`src/rotm_pkg.sv`:
```
// Shared types and constants of the rotation matrix generator.
`default_nettype none

package rotm_pkg;

    localparam int XW      = 33;   // CORDIC x/y datapath, LSB 2^-30
    localparam int ZW      = 28;   // CORDIC residual angle, LSB 2^-24 rad
    localparam int QW      = 16;   // Q1.14 result entries
    localparam int AW      = 16;   // Q3.13 input angle
    localparam int TBL_LEN = 24;

    localparam logic signed [AW-1:0] ANG_MAX  = 16'sd25736;
    localparam logic signed [ZW-1:0] PI_Z     = 28'sd52707179;
    localparam logic signed [ZW-1:0] HALF_PI_Z = 28'sd26353589;
    localparam logic signed [XW-1:0] GAIN_X   = 33'sd652032874;
    localparam logic signed [QW-1:0] ONE_Q14  = 16'sd16384;

    localparam logic [1:0] AXIS_X = 2'd0;
    localparam logic [1:0] AXIS_Y = 2'd1;
    localparam logic [1:0] AXIS_Z = 2'd2;
    localparam logic [1:0] AXIS_I = 2'd3;

    // atan(2^-i) in units of 2^-24 rad, rounded to nearest
    localparam logic signed [ZW-1:0] ATAN_TBL [TBL_LEN] = '{
        28'sd13176795, 28'sd7778716, 28'sd4110060, 28'sd2086331,
        28'sd1047214,  28'sd524117,  28'sd262123,  28'sd131069,
        28'sd65536,    28'sd32768,   28'sd16384,   28'sd8192,
        28'sd4096,     28'sd2048,    28'sd1024,    28'sd512,
        28'sd256,      28'sd128,     28'sd64,      28'sd32,
        28'sd16,       28'sd8,       28'sd4,       28'sd2
    };

    typedef struct packed {
        logic signed [XW-1:0] x;
        logic signed [XW-1:0] y;
        logic signed [ZW-1:0] z;
        logic                 fold;
        logic [1:0]           axis;
    } rotm_cord_t;

    typedef struct packed {
        logic signed [QW-1:0] c;
        logic signed [QW-1:0] s;
        logic [1:0]           axis;
    } rotm_cs_t;

endpackage

`default_nettype wire

```
`src/axis_rotation_matrix.sv`:
```
// Top level: elementary 3D rotation matrix from axis code and angle.
`default_nettype none

// Channel  | Direction | tdata                               | tuser
// ---------+-----------+-------------------------------------+-----------
// s_axis   | in        | [15:0] angle, Q3.13 rad             | [1:0] axis
// m_axis   | out       | 9 x 16 bit Q1.14 entries, row-major | none
//
// One request is taken per cycle while m_axis is not stalling; each
// request yields one matrix. The path registers the angle fold, one
// CORDIC micro-rotation per stage, the rounding, and the output register.
// Reset clears only the valid bits; the data registers are not reset.
// Every stage holds its contents under back-pressure and empty stages
// keep filling, so a stall drops and repeats nothing.

module axis_rotation_matrix #(
    parameter int SINCOS_STAGES = 15
) (
    input  wire logic         aclk,
    input  wire logic         aresetn,
    input  wire logic         s_axis_tvalid,
    output logic              s_axis_tready,
    input  wire logic [15:0]  s_axis_tdata,   // [15:0] angle
    input  wire logic [1:0]   s_axis_tuser,   // [1:0] axis
    output logic              m_axis_tvalid,
    input  wire logic         m_axis_tready,
    // [15:0] row0_col0, [31:16] row0_col1, [47:32] row0_col2,
    // [63:48] row1_col0, [79:64] row1_col1, [95:80] row1_col2,
    // [111:96] row2_col0, [127:112] row2_col1, [143:128] row2_col2
    output logic [143:0]      m_axis_tdata
);
    import rotm_pkg::*;

    logic     cs_valid;
    logic     cs_ready;
    rotm_cs_t cs;

    rotm_sincos #(
        .SINCOS_STAGES(SINCOS_STAGES)
    ) u_sincos (
        .aclk      (aclk),
        .aresetn   (aresetn),
        .in_valid  (s_axis_tvalid),
        .in_ready  (s_axis_tready),
        .in_axis   (s_axis_tuser),
        .in_angle  (s_axis_tdata),
        .out_valid (cs_valid),
        .out_ready (cs_ready),
        .out_cs    (cs)
    );

    logic               m_valid_reg;
    logic [143:0]       m_data_reg;
    logic signed [QW-1:0] mat [9];
    logic signed [QW-1:0] ns;

    // Advance the output register when it is empty or being drained.
    assign cs_ready      = !m_valid_reg || m_axis_tready;
    assign m_axis_tvalid = m_valid_reg;
    assign m_axis_tdata  = m_data_reg;

    // Place cosine and sine into the matrix of the selected axis.
    always_comb begin
        ns = -cs.s;
        for (int j = 0; j < 9; j++) mat[j] = '0;
        unique case (cs.axis)
            AXIS_X: begin
                mat[0] = ONE_Q14; mat[4] = cs.c; mat[5] = ns;
                mat[7] = cs.s;    mat[8] = cs.c;
            end
            AXIS_Y: begin
                mat[0] = cs.c; mat[2] = cs.s; mat[4] = ONE_Q14;
                mat[6] = ns;   mat[8] = cs.c;
            end
            AXIS_Z: begin
                mat[0] = cs.c; mat[1] = ns; mat[3] = cs.s;
                mat[4] = cs.c; mat[8] = ONE_Q14;
            end
            AXIS_I: begin
                mat[0] = ONE_Q14; mat[4] = ONE_Q14; mat[8] = ONE_Q14;
            end
            default: begin
                mat[0] = ONE_Q14; mat[4] = ONE_Q14; mat[8] = ONE_Q14;
            end
        endcase
    end

    always_ff @(posedge aclk) begin
        if (!aresetn) begin
            m_valid_reg <= 1'b0;
        end else if (cs_ready) begin
            m_valid_reg <= cs_valid;
        end
    end

    always_ff @(posedge aclk) begin
        if (cs_ready) begin
            for (int j = 0; j < 9; j++) m_data_reg[j*16 +: 16] <= mat[j];
        end
    end

endmodule

`default_nettype wire

```
`src/rotm_sincos.sv`:
```
// Pipelined CORDIC sine/cosine unit with angle fold and Q1.14 rounding.
`default_nettype none

module rotm_sincos #(
    parameter int SINCOS_STAGES = 15
) (
    input  wire logic                        aclk,
    input  wire logic                        aresetn,
    input  wire logic                        in_valid,
    output logic                             in_ready,
    input  wire logic [1:0]                  in_axis,
    input  wire logic signed [rotm_pkg::AW-1:0] in_angle,
    output logic                             out_valid,
    input  wire logic                        out_ready,
    output rotm_pkg::rotm_cs_t               out_cs
);
    import rotm_pkg::*;

    localparam int N = (SINCOS_STAGES < TBL_LEN) ? SINCOS_STAGES : TBL_LEN;

    rotm_cord_t st_reg [0:N];
    rotm_cs_t   cs_reg;
    logic       vld_reg [0:N+1];
    logic       rdy [0:N+2];

    // A stage takes new data when it is empty or its successor moves.
    assign rdy[N+2] = out_ready;
    genvar k;
    generate
        for (k = 0; k <= N + 1; k++) begin : g_rdy
            assign rdy[k] = !vld_reg[k] || rdy[k+1];
        end
    endgenerate

    assign in_ready  = rdy[0];
    assign out_valid = vld_reg[N+1];
    assign out_cs    = cs_reg;

    // Valid bits
    always_ff @(posedge aclk) begin
        if (!aresetn) begin
            for (int j = 0; j <= N + 1; j++) vld_reg[j] <= 1'b0;
        end else begin
            if (rdy[0]) vld_reg[0] <= in_valid;
            for (int j = 1; j <= N + 1; j++) begin
                if (rdy[j]) vld_reg[j] <= vld_reg[j-1];
            end
        end
    end

    // Prep: saturate, scale to internal angle, fold into +/- pi/2
    logic signed [AW-1:0] ang_sat;
    logic signed [ZW-1:0] z_raw;
    rotm_cord_t           prep_next;

    always_comb begin
        if (in_angle > ANG_MAX)       ang_sat = ANG_MAX;
        else if (in_angle < -ANG_MAX) ang_sat = -ANG_MAX;
        else                          ang_sat = in_angle;
        z_raw = {{(ZW-AW-11){ang_sat[AW-1]}}, ang_sat, 11'b0};
        prep_next.x    = GAIN_X;
        prep_next.y    = '0;
        prep_next.axis = in_axis;
        if (z_raw > HALF_PI_Z) begin
            prep_next.z    = z_raw - PI_Z;
            prep_next.fold = 1'b1;
        end else if (z_raw < -HALF_PI_Z) begin
            prep_next.z    = z_raw + PI_Z;
            prep_next.fold = 1'b1;
        end else begin
            prep_next.z    = z_raw;
            prep_next.fold = 1'b0;
        end
    end

    always_ff @(posedge aclk) begin
        if (rdy[0]) st_reg[0] <= prep_next;
    end

    // One micro-rotation per stage
    genvar g;
    generate
        for (g = 0; g < N; g++) begin : g_stage
            rotm_cord_t stage_next;
            always_comb begin
                stage_next = st_reg[g];
                if (!st_reg[g].z[ZW-1]) begin
                    stage_next.x = st_reg[g].x - (st_reg[g].y >>> g);
                    stage_next.y = st_reg[g].y + (st_reg[g].x >>> g);
                    stage_next.z = st_reg[g].z - ATAN_TBL[g];
                end else begin
                    stage_next.x = st_reg[g].x + (st_reg[g].y >>> g);
                    stage_next.y = st_reg[g].y - (st_reg[g].x >>> g);
                    stage_next.z = st_reg[g].z + ATAN_TBL[g];
                end
            end
            always_ff @(posedge aclk) begin
                if (rdy[g+1]) st_reg[g+1] <= stage_next;
            end
        end
    endgenerate

    // Post: undo fold, round half up to Q1.14, saturate
    function automatic logic signed [QW-1:0] to_q14(input logic signed [XW-1:0] v,
                                                    input logic fold);
        logic signed [XW:0]   ve;
        logic signed [XW:0]   rs;
        logic signed [XW-16:0] r;
        begin
            ve = fold ? -{v[XW-1], v} : {v[XW-1], v};
            rs = (ve + (XW+1)'(32768)) >>> 16;
            r  = rs[XW-16:0];
            if (r > (XW-15)'(signed'(ONE_Q14)))       to_q14 = ONE_Q14;
            else if (r < -(XW-15)'(signed'(ONE_Q14))) to_q14 = -ONE_Q14;
            else                                      to_q14 = r[QW-1:0];
        end
    endfunction

    always_ff @(posedge aclk) begin
        if (rdy[N+1]) begin
            cs_reg.c    <= to_q14(st_reg[N].x, st_reg[N].fold);
            cs_reg.s    <= to_q14(st_reg[N].y, st_reg[N].fold);
            cs_reg.axis <= st_reg[N].axis;
        end
    end

endmodule

`default_nettype wire
```
`config.mk`:
```
export PLATFORM = sky130hd
export DESIGN_NAME = axis_rotation_matrix
export DESIGN_NICKNAME = d
export VERILOG_FILES = /design/src/rotm_pkg.sv /design/src/axis_rotation_matrix.sv /design/src/rotm_sincos.sv
export SDC_FILE = /design/constraint.sdc
export NUM_CORES = 2
export LEC_CHECK = 0
export BUFFER_PORTS_ARGS = -buffer_cell sky130_fd_sc_hd__buf_2
export CAP_MARGIN = 20
export CELL_PAD_IN_SITES_DETAIL_PLACEMENT = 0
export CELL_PAD_IN_SITES_GLOBAL_PLACEMENT = 2
export CORE_AREA = 2 2 451 633
export CTS_BUF_LIST = sky130_fd_sc_hd__clkbuf_8
export DETAILED_ROUTE_END_ITERATION = 16
export DIE_AREA = 0 0 453 635
export GPL_TIMING_DRIVEN = 0
export HOLD_SLACK_MARGIN = 0.02
export PLACE_DENSITY = 0.8
export SLEW_MARGIN = 20
export SYNTH_ARGS = -nofsm -noshare
export SYNTH_HDL_FRONTEND = slang
export SYNTH_SLANG_ARGS = --single-unit
```
`constraint.sdc`:
```
create_clock -name aclk -period 22.3 [get_ports aclk]
set_clock_uncertainty 0.05 [all_clocks]
set_input_delay 1.115 -clock aclk [delete_from_list [all_inputs] [get_ports aclk]]
set_output_delay 1.115 -clock aclk [all_outputs]
set_load 0.05 [all_outputs]
```
==> flow_summary.toml <==
[layout]
syn2layout_area_growth_pct = 9.79
largest_reg_flops = 1266
multi_input_area_um2 = 66000
utilization_pct = 43.8
layout-drive-gt1-share_pct = 5.87
final_nets = 13000
layout.area.seq_um2 = 43800
fillers = 27100

[yosys]
synth.net_count = 12600
syn-cell-area_um2 = 112000
synth_fa_ha_area_share_pct = 13.5
synth_mux_area_share_pct = 0.947
synth.area.top_cells = "edfxtp_1 (39%), ha_1 (13%), xnor2_1 (7.8%)"
synth_common_cells = "edfxtp_1 (1,458), ha_1 (1,150), a21oi_1 (1,127)"
yosysTopAreaCell = "edfxtp_1"
yosysMostFrequentCell = "edfxtp_1"
synth-main-ff-cell = "edfxtp_1"
synthXorXnorAreaFrac_pct = 12.3
yosysSeqAreaShare_pct = 39.0
postSynthCellCount = 11400
synth-edff-count = 1458
yosys_register_bits = 1459
syn_area_per_cell_um2 = 9.85
async_reset_ff_share_pct = 0
synth_compound_area_share_pct = 17.5
yosysWarnings = 0
synth_top_family_by_area = "compound AO/OA/AOI/OAI gates"
synth_cell_types = 101
synth-simple-area-share_pct = 14.4
yosysTopAreaCellShare_pct = 39.0

[sta]
relSlewSlack_pct = 16.7
fin_crit_sh_pct = 34.4
timing.final.hold_violations = 0
layout_min_cycle_time_ns = 7.68
rsz0062_at_grt = "false"
worst_pin_slew_ns = 1.25
fin_tns_setup_ns = 0
slew_viol_final = 0
fmax_ghz = 0.130
finalSetupViolCount = 0

[setup_path]
r2r_setup_slack_ns = 15.26
cp_slowest_cell = "nor2b_1"
rr_worst_depth = 18
worst-setup-path-type = "flop to output pin"
r2r-end = "u_sincos.out_cs[6]$_SDFFCE_PP0P_"
path_common_cell = "and2_1"
critPathLaunchType = "flop"
cp_cell_sequence = "nor2b_1 > inv_8 > nor2_1 > and2_1 > inv_4 > nor3_1 > and2_1 > and3_1 > and2_1 > clkbuf_1 > nand3_1 > clkbuf_4 > buf_2"
cp.arrival_ns = 6.52
cp_top_family = "simple AND/OR/NAND/NOR gates"
r2r_start = "u_sincos.st_reg[1][681]$_DFFE_PP_"
worst-path-buf-inv = 5
worstPathMaxFanout = 32
slowest_delay_ns = 0.74
cp.required_ns = 21.14
end_kind = "output pin"

[grt]
track_usage_pct = 23.6
grt_max_degree = 124
antenna_found_initial = 12
grt_pass1_wl_um = 519000
gr-total-overflow = 0
grt_pass1_vias = 88200

[clock_tree]
root_buffer = "clkbuf_8"
cts_resized = 0
cts.sinks = 1459
clk_latency_ns = 1.07
clk_pin_slew_ns = 0.06
cts_tree = "built"
cts-htree-levels = 4
cts_buffers = 241
hold_buffers = 0
ctsLongestPathBuffers = 4
post_cts_buffers = 0

[floorplan]
core-area_um2 = 282000
die-area_um2 = 288000
start_util_pct = 39.9
die_h_um = 635
rows = 231
io_pins = 168
die_w_um = 453

[worst_hold_path]
holdPathEnd = "u_sincos.st_reg[0][0]$_DFFE_PP_"
worstHoldPathCells = 1
min-delay-start = "s_axis_tuser[0]"
hold_class = "primary input to flop"

[route]
drt_pass1_iterations = 6
drtIter0Drc = 4356
wl_per_cell_um = 22.2
drtAntennaViolNets = 0
vias_per_cell = 5.52
route.detailed.drc = 0
wl_um = 349000
vias = 87000

[placed_design]
place.gp.congestion = 0.926
numPortBuffers = 163
dp_hpwl_um = 289000

[flow_run]
maxCapViolCount = 0

[outcome]
outcome = "completed"
## worst max path at each step
| stage | slack [ns] | from | endpoint | cells after the start |
|---|---|---|---|---|
| after floorplan | 12.46 | m_axis_tready | s_axis_tready | 12 |
| after global placement | 8.61 | m_axis_tready | s_axis_tready | 14 |
| after detailed placement | 14.63 | m_axis_tready | s_axis_tready | 14 |
| after CTS | 14.39 | m_axis_tvalid$_SDFFE_PN0P_ | s_axis_tready | 13 |
| after global routing | 14.18 | m_axis_tvalid$_SDFFE_PN0P_ | s_axis_tready | 13 |
| final | 14.62 | m_axis_tvalid$_SDFFE_PN0P_ | s_axis_tready | 13 |
## layout make-up
type                       count  area share [%]
tap                         3728            3.78
multi-input combinational   9250            53.5
antenna                       12          0.0243
inverter                     504            1.57
clock inverter               175            1.20
sequential                  1459            35.5
clock buffer                 247            2.76
timing repair buffer         183            1.06
buffer                       194           0.613
## cell usage in the layout (no fill, tap or decap), types with 247 or more instances in the layout
cell	count
clkbuf_8	247
xor2_1	573
inv_1	524
a21oi_1	1127
a21o_1	415
nor2_1	1074
nand2_1	514
nor3_1	385
edfxtp_1	1458
o21ai_0	488
xnor2_1	1007
ha_1	1150
## metrics by stage
step,hold WS (ns),setup WS [ns],instances,area (um2)
after detailed placement,0.355,14.63,15300,118000
final,0.205,14.62,15800,123000
after floorplan,0.350,12.46,11400,112000
after CTS,0.116,14.39,15700,123000
after global placement,0.352,8.61,15300,118000
after global routing,0.156,14.18,15700,123000
## per-layer routing
| layer | part of all wire (%) | vias up | wire length, um | global-route usage (%) |
|---|---|---|---|---|
| met5 | 0.0026 | - | 9 | 0 |
| met3 | 2.6 | 929 | 9040 | 2.45 |
| met2 | 56 | 1778 | 194000 | 47.2 |
| met4 | 9.9 | 2 | 34600 | 20.2 |
| met1 | 32 | 41200 | 111000 | 20.3 |
| li1 | - | 43000 | - | - |
## cells by family (layout without fill, tap and decap cells)
| group | count (synthesis) | in the layout |
|---|---|---|
| AO/OA/AOI/OAI | 3101 | 3101 |
| XOR/XNOR | 1581 | 1581 |
| adder cells (fa/ha/maj) | 1191 | 1191 |
| buffers and inverters | 698 | 1303 |
| flip-flops | 1459 | 1459 |
| multiplexers | 99 | 99 |
| other | 0 | 12 |
| AND/OR/NAND/NOR | 3278 | 3278 |
Power is left out: the tool's default activity adds up to more than one toggle a clock period on the data nets, which glitch-free logic cannot reach.
